`config.mk`:
```
export PLATFORM = sky130hd
export DESIGN_NAME = bfdf_ctrl
export DESIGN_NICKNAME = d
export VERILOG_FILES = /design/src/design/bfdf_pkg.sv /design/src/design/bfdf_ctrl.sv
export SDC_FILE = /design/constraint.sdc
export NUM_CORES = 1
export LEC_CHECK = 0
export BUFFER_PORTS_ARGS = -buffer_cell sky130_fd_sc_hd__buf_2
export CAP_MARGIN = 20
export CORE_UTILIZATION = 50
export CTS_CLUSTER_DIAMETER = 30
export DETAILED_ROUTE_END_ITERATION = 16
export GPL_ROUTABILITY_DRIVEN = 0
export MAX_ROUTING_LAYER = met4
export PLACE_DENSITY = 0.74
export SYNTH_ARGS = -nofsm -noshare
export SYNTH_HDL_FRONTEND = slang
export SYNTH_SLANG_ARGS = --single-unit
```
`constraint.sdc`:
```
create_clock -name clk_i -period 4.4 [get_ports clk_i]
set_input_delay 0.22 -clock clk_i [delete_from_list [all_inputs] [get_ports clk_i]]
set_output_delay 0.22 -clock clk_i [all_outputs]
set_load 0.05 [all_outputs]
```
`src/design/bfdf_pkg.sv`:
```
// ----------------------------------------------------------------------------
// bfdf_pkg
// Shared constants, segment codes and controller/datapath interface types.
// ----------------------------------------------------------------------------
package bfdf_pkg;

  localparam int unsigned MaxLevel = 20;
  localparam int unsigned FracBits = 16;
  localparam int unsigned CoordW   = 32;
  localparam int unsigned AccW     = CoordW + FracBits;
  localparam int unsigned HW       = 49;
  localparam int unsigned DigW     = 17;
  localparam int unsigned NumDig   = 3;
  localparam int unsigned ProdW    = 80;
  localparam int unsigned OpW      = 35;
  localparam int unsigned DivBits  = 49;
  localparam int unsigned DvW      = 18;
  localparam int unsigned StepW    = 6;
  localparam int unsigned NumJobs  = 6;

  localparam logic [1:0] SEG_LINE  = 2'd0;
  localparam logic [1:0] SEG_QUAD  = 2'd1;
  localparam logic [1:0] SEG_CUBIC = 2'd2;
  localparam logic [1:0] SEG_RSVD  = 2'd3;

  typedef struct packed {
    logic       cfg_we;
    logic       div_init;
    logic       div_step;
    logic       div_store;
    logic [1:0] hsel;
    logic       accept;
    logic       mul_load;
    logic       mul_step;
    logic       mul_store;
    logic [2:0] job;
    logic [1:0] digit;
    logic       seg_load;
    logic       run;
  } cmd_t;

  typedef struct packed {
    logic out_free;
    logic last_step;
  } sts_t;

endpackage

```
`src/design/bfdf_ctrl.sv`:
```
// ----------------------------------------------------------------------------
// bfdf_ctrl
// Sequencer: step reciprocal division, coefficient multiplies, point run.
// ----------------------------------------------------------------------------
module bfdf_ctrl (
  input  logic            clk_i,
  input  logic            rst_ni,
  input  logic            s_valid_i,
  input  logic            cfg_valid_i,
  input  bfdf_pkg::sts_t  sts_i,
  output logic            idle_o,
  output bfdf_pkg::cmd_t  cmd_o
);

  typedef enum logic [3:0] {
    ST_DINIT, ST_DIV, ST_DSTORE, ST_IDLE, ST_MLOAD, ST_MSTEP, ST_MSTORE, ST_LOAD, ST_RUN
  } state_e;

  state_e     state_q;
  logic [5:0] cnt_q;
  logic [1:0] k_q;
  logic [2:0] job_q;

  always_ff @(posedge clk_i or negedge rst_ni) begin
    if (!rst_ni) begin
      state_q <= ST_DINIT;
      cnt_q   <= '0;
      k_q     <= '0;
      job_q   <= '0;
    end else begin
      unique case (state_q)
        ST_DINIT: begin
          k_q     <= '0;
          cnt_q   <= '0;
          state_q <= ST_DIV;
        end
        ST_DIV: begin
          cnt_q <= cnt_q + 6'd1;
          if (cnt_q == 6'(bfdf_pkg::DivBits - 1)) state_q <= ST_DSTORE;
        end
        ST_DSTORE: begin
          cnt_q <= '0;
          if (k_q == 2'd2) begin
            state_q <= ST_IDLE;
          end else begin
            k_q     <= k_q + 2'd1;
            state_q <= ST_DIV;
          end
        end
        ST_IDLE: begin
          job_q <= '0;
          if (cfg_valid_i) state_q <= ST_DINIT;
          else if (s_valid_i) state_q <= ST_MLOAD;
        end
        ST_MLOAD: begin
          cnt_q   <= '0;
          state_q <= ST_MSTEP;
        end
        ST_MSTEP: begin
          cnt_q <= cnt_q + 6'd1;
          if (cnt_q == 6'(bfdf_pkg::NumDig - 1)) state_q <= ST_MSTORE;
        end
        ST_MSTORE: begin
          if (job_q == 3'(bfdf_pkg::NumJobs - 1)) begin
            state_q <= ST_LOAD;
          end else begin
            job_q   <= job_q + 3'd1;
            state_q <= ST_MLOAD;
          end
        end
        ST_LOAD: state_q <= ST_RUN;
        ST_RUN: begin
          if (sts_i.out_free && sts_i.last_step) state_q <= ST_IDLE;
        end
        default: state_q <= ST_DINIT;
      endcase
    end
  end

  assign idle_o = (state_q == ST_IDLE);

  always_comb begin
    cmd_o           = '0;
    cmd_o.hsel      = k_q;
    cmd_o.job       = job_q;
    cmd_o.digit     = cnt_q[1:0];
    cmd_o.cfg_we    = (state_q == ST_IDLE) && cfg_valid_i;
    cmd_o.accept    = (state_q == ST_IDLE) && !cfg_valid_i && s_valid_i;
    cmd_o.div_init  = (state_q == ST_DINIT);
    cmd_o.div_step  = (state_q == ST_DIV);
    cmd_o.div_store = (state_q == ST_DSTORE);
    cmd_o.mul_load  = (state_q == ST_MLOAD);
    cmd_o.mul_step  = (state_q == ST_MSTEP);
    cmd_o.mul_store = (state_q == ST_MSTORE);
    cmd_o.seg_load  = (state_q == ST_LOAD);
    cmd_o.run       = (state_q == ST_RUN);
  end

endmodule

```
; ---- Yosys cells after proc, flatten, opt, wreduce, memory -nomap -nowiden
; Index checks and enable logic that the tools add are counted.
; W data, S select, Z words.
[totals]
regBits = 15
latchBits = 0
mem_bits_rw = 0
romBits = 0
input_bits = 6
wordCells = 52
memories = 0
[op_classes]
addsub = 3
mul = 0
n_div = 0
order_cmp = 0
eq_ne = 18
shift = 0
muxes = 13
n_bitwise = 0
n_reduce_logical = 14
[op_table]
columns = operator, count
row1 = $pmux W4 S9, 1
row2 = $mux W4, 5
row3 = $eq A4 B3 Y1 const B, 4
row4 = $pmux W6 S2, 1
row5 = $eq A4 B2 Y1 const B, 2
row6 = $add A6 B1 Y6 const B, 1
row7 = $eq A6 B2 Y1 const B, 1
row8 = $eq A6 B6 Y1 const B, 1
row9 = $mux W2, 3
row10 = $ne A2 B1 Y1 const B, 3
row11 = $pmux W3 S2, 1
row12 = $reduce_bool A2 Y1, 3
row13 = $eq A4 B1 Y1 const B, 1
row14 = $eq A4 B4 Y1 const B, 1
row15 = $logic_and A1 B1 Y1, 4
row16 = $logic_not A4 Y1, 1
row17 = $ne A2 B2 Y1 const B, 2
row18 = $pmux W2 S2, 1
row19 = $reduce_and A2 Y1, 2
row20 = $reduce_and A4 Y1, 1
row21 = $add A3 B1 Y3 const B, 1
row22 = $eq A3 B3 Y1 const B, 1
row23 = $mux W3, 1
row24 = $ne A3 B3 Y1 const B, 1
row25 = other kinds (5), 5

; ---- Logic depth before layout (Yosys ltp)
[logic_depth]
depth_word = 3
ltp_mapped = 6
mapped_depth_nobuf = 6

; ---- Least setup slack after synthesis
; OpenSTA, ideal clock, no wires.
[synth_timing]
path_kind = register to register
from = reg state_q[1]
to = reg state_q[0]
setup_ps = 125
arrival_time_ps = 3061
slack_ps = 1214
stages_incl_launch_ff = 6
path_buffers = 1
synth_period_minus_slack_ps = 3186
path_cell_list = dfrtp_1 > buf_2 > nor4b_1 > o31ai_1 > nand4_2 > mux2_4
[synth_rtl]
columns = element, line_no
row1 = start: declaration, bfdf_ctrl.sv:19  ; state_e state_q;
row2 = start signal: assignment, bfdf_ctrl.sv:26  ; state_q <= ST_DINIT;
row3 = start signal: assignment, bfdf_ctrl.sv:35  ; state_q <= ST_DIV;
row4 = start signal: assignment, bfdf_ctrl.sv:39  ; if (cnt_q == 6'(bfdf_pkg::DivBits - 1)) state_q <= ST_DSTORE;

==> impl_metrics.py <==
metrics = {
    "logic_synthesis": {
        "synth_area_um2": 963,
        "ys_seq_area_frac": 0.390,
        "synth_mux_area_frac": 0.0688,
        "synth_flop_cell": "dfrtp_1",
        "synth_warnings": 0,
        "synth_area_leaders": "dfrtp_1 39%, ha_1 7.8%, mux2i_1 4.2%",
        "synthSimpleGateAreaFrac": 0.268,
        "yosys.area_share.xor_xnor": 0.0182,
        "ys_ff_latch": 15,
        "synth_edf_count": 0,
        "synth_top_family_by_area": "simple AND/OR/NAND/NOR gates",
        "ys_types": 38,
        "syn_avg_cell_area_um2": 9.54,
        "yosys-top-cells-count": "15 x dfrtp_1, 9 x nand2_1, 7 x inv_1, 7 x nand3_1",
        "synth_compound_area_frac": 0.117,
        "synth_top_area_cell": "dfrtp_1",
        "syn_nets": 113,
        "synthAdderAreaFrac": 0.0779,
        "yosysMostFrequentCell": "dfrtp_1",
        "synthArstFlopShare": 1.00,
        "synth.top_cell.area_share": 0.390,
        "synthCells": 101,
    },
    "critical_path": {
        "cp-end-kind": "primary output",
        "critical_path_arrival_ns": 1.97,
        "critPathMaxFanout": 12,
        "critPathKind": "register to primary output",
        "worstPathRequired_ns": 4.18,
        "ff2ff_path_depth": 6,
        "worst_setup_path_start_kind": "register",
        "r2r_slack_ns": 2.51,
        "rr_startpoint": "state_q[1]",
        "startpoint": "state_q[1]",
        "crit_end": "cmd_o[10]",
        "reg2reg_to": "state_q[0]",
    },
    "status": {
        "status": "completed",
    },
    "sta": {
        "period_share": 0.498,
        "finalHoldViolCount": 0,
        "fin_skew_ns": 0.00793,
        "finalSetupTns_ns": 0,
        "clock.fmax_mhz": 457,
        "max_slew_margin": 0.665,
        "final.min_clock_period_ns": 2.19,
        "rsz0062_at_grt": "no",
        "worst_pin_slew_ns": 0.498,
        "setup_viol": 0,
        "slew_viol_final": 0,
    },
    "floorplanning": {
        "initial_core_util": 0.546,
        "die-area_mm2": 0.00211,
        "die_h_um": 45.9,
        "die_x_um": 45.9,
        "core_region_area_mm2": 0.00176,
        "io_pins": 24,
        "row_count": 15,
    },
    "cells_and_area": {
        "fin_area_mm2": 0.00111,
        "fill_cells": 159,
        "multi_input_area_um2": 529,
        "n_antenna_cell": 0,
        "num-nets-final": 136,
        "final_core_util": 0.632,
        "area_growth_pct": 15.7,
        "regArea_um2": 375,
        "drive_gt1_frac": 0.285,
    },
    "detailed_routing": {
        "first_iter_violations": 14,
        "route.vias.total": 810,
        "vias_per_cell": 5.47,
        "ant_nets": 0,
        "wl_um": 1910,
        "first_pass_iters": 3,
        "route.met2.wl_um": 940,
        "post_drt_wl_per_cell_um": 12.9,
        "m1WireLength_um": 906,
        "met3_length_um": 45,
        "top_layer_used": "met4",
        "drcViolationCount": 0,
    },
    "clock_network": {
        "numCtsBuffers": 3,
        "cts_tree": "done",
        "clk_latency_ns": 0.29,
        "ctsResizeCount": 0,
        "cts_root_buf": "clkbuf_4",
        "cts_max_level": 1,
        "clock_sinks": 15,
        "path_clk_slew_ns": 0.10,
        "cts.path.max_buffers": 2,
    },
    "grt": {
        "grt_pass1_vias": 709,
        "grt_remaining_overflow": 0,
        "grt_max_degree": 18,
        "antenna_found_initial": 0,
        "grt.total_usage": 0.227,
        "grt_pass1_wl_um": 3240,
    },
    "place": {
        "dp_hpwl_um": 1420,
        "io_buffers": 23,
        "placed_area_mm2": 0.00108,
    },
    "run": {
        "maxCapViolations": 0,
    },
    "pwr": {
        "p_leak_nw": 0.572,
        "power.density_mw_per_mm2": 202,
        "ir_worst_vdd_v": 0.000140,
    },
    "worst_hold_path": {
        "hold_class": "input pin to register",
    },
}
==> cell type report <==
cell class / count / area share
clock inverters: 1 / 0.00449
well taps: 25 / 0.0281
flip-flops and latches: 15 / 0.337
multi-input cells: 73 / 0.475
clock buffers: 3 / 0.0202
inverters: 7 / 0.0236
repair buffers: 24 / 0.112
==> worst min path at each step <==
stage	from	to	slack, ns	cells after the start
after global placement	rst_ni	k_q[0]	0.14	1
after global routing	sts_i[0]	state_q[3]	0.28	4
after detailed placement	rst_ni	k_q[0]	0.14	1
after floorplan	rst_ni	cnt_q[0]	-0.08	0
after CTS	sts_i[0]	state_q[3]	0.26	4
final	sts_i[0]	state_q[3]	0.28	4
==> flip-flops by register name, indices dropped and copies added, names as in the netlist <==
signal	cells
cnt_q	6
state_q	4
job_q	3
k_q	2
==> per-layer routing <==
metal  vias to the layer above  GRT usage
li1                        410          -
met1                       388      0.315
met2                        10      0.321
met3                         2     0.0357
met4                         0      0.106
met5                         -          -
==> through the flow <==
stage | setup slack [ns] | cells | hold WS, ns | power, mW
floorplan | 1.21 | 101 | -0.0756 | 0.141
global placement | 2.58 | 143 | 0.139 | 0.146
detailed placement | 2.55 | 143 | 0.145 | 0.147
CTS | 2.22 | 148 | 0.264 | 0.229
global route | 2.11 | 148 | 0.285 | 0.235
finish | 2.21 | 148 | 0.278 | 0.225
==> power by group <==
part | switching [mW] | total (mW) | leakage (nW) | internal [mW]
Clock | 0.0471 | 0.0808 | 0.0177 | 0.0338
Combinational | 0.00406 | 0.00664 | 0.373 | 0.00258
Sequential | 0 | 0.138 | 0.181 | 0.138
==> kinds of logic after synthesis <==
family / Yosys count
and+or+nand+nor: 42
DFF: 15
buffers and inverters: 13
xor gates and xnor gates: 2
muxes: 6
AOI/OAI and AO/OA: 17
adders and majority gates: 6
==> what timing repair did <==
item,CTS,global route
hold buffers,1,0
setup buffers,0,0
endpoints found under the hold margin,15,0
==> cells in the final DEF (no fill, tap or decap), drive strengths merged, types with 2 or more instances in the layout <==
cell type	instances
and4bb	2
a21oi	3
nor4b	2
nand2b	3
inv	7
mux2	2
ha	6
o21ai	6
nor2	6
mux2i	4
buf	23
nand2	9
nor3	3
dfrtp	15
clkbuf	3
nor3b	2
nand4	2
a211oi	2
nand3	7
o31ai	2
==> worst max-delay path: stages, from the launching register on <==
cell and delay, ns:
dfrtp_1 0.57, nand2_1 0.18, or3_1 0.41, nor3b_1 0.22, buf_2 0.29
Note: power is estimated with default switching activity, not from simulation.
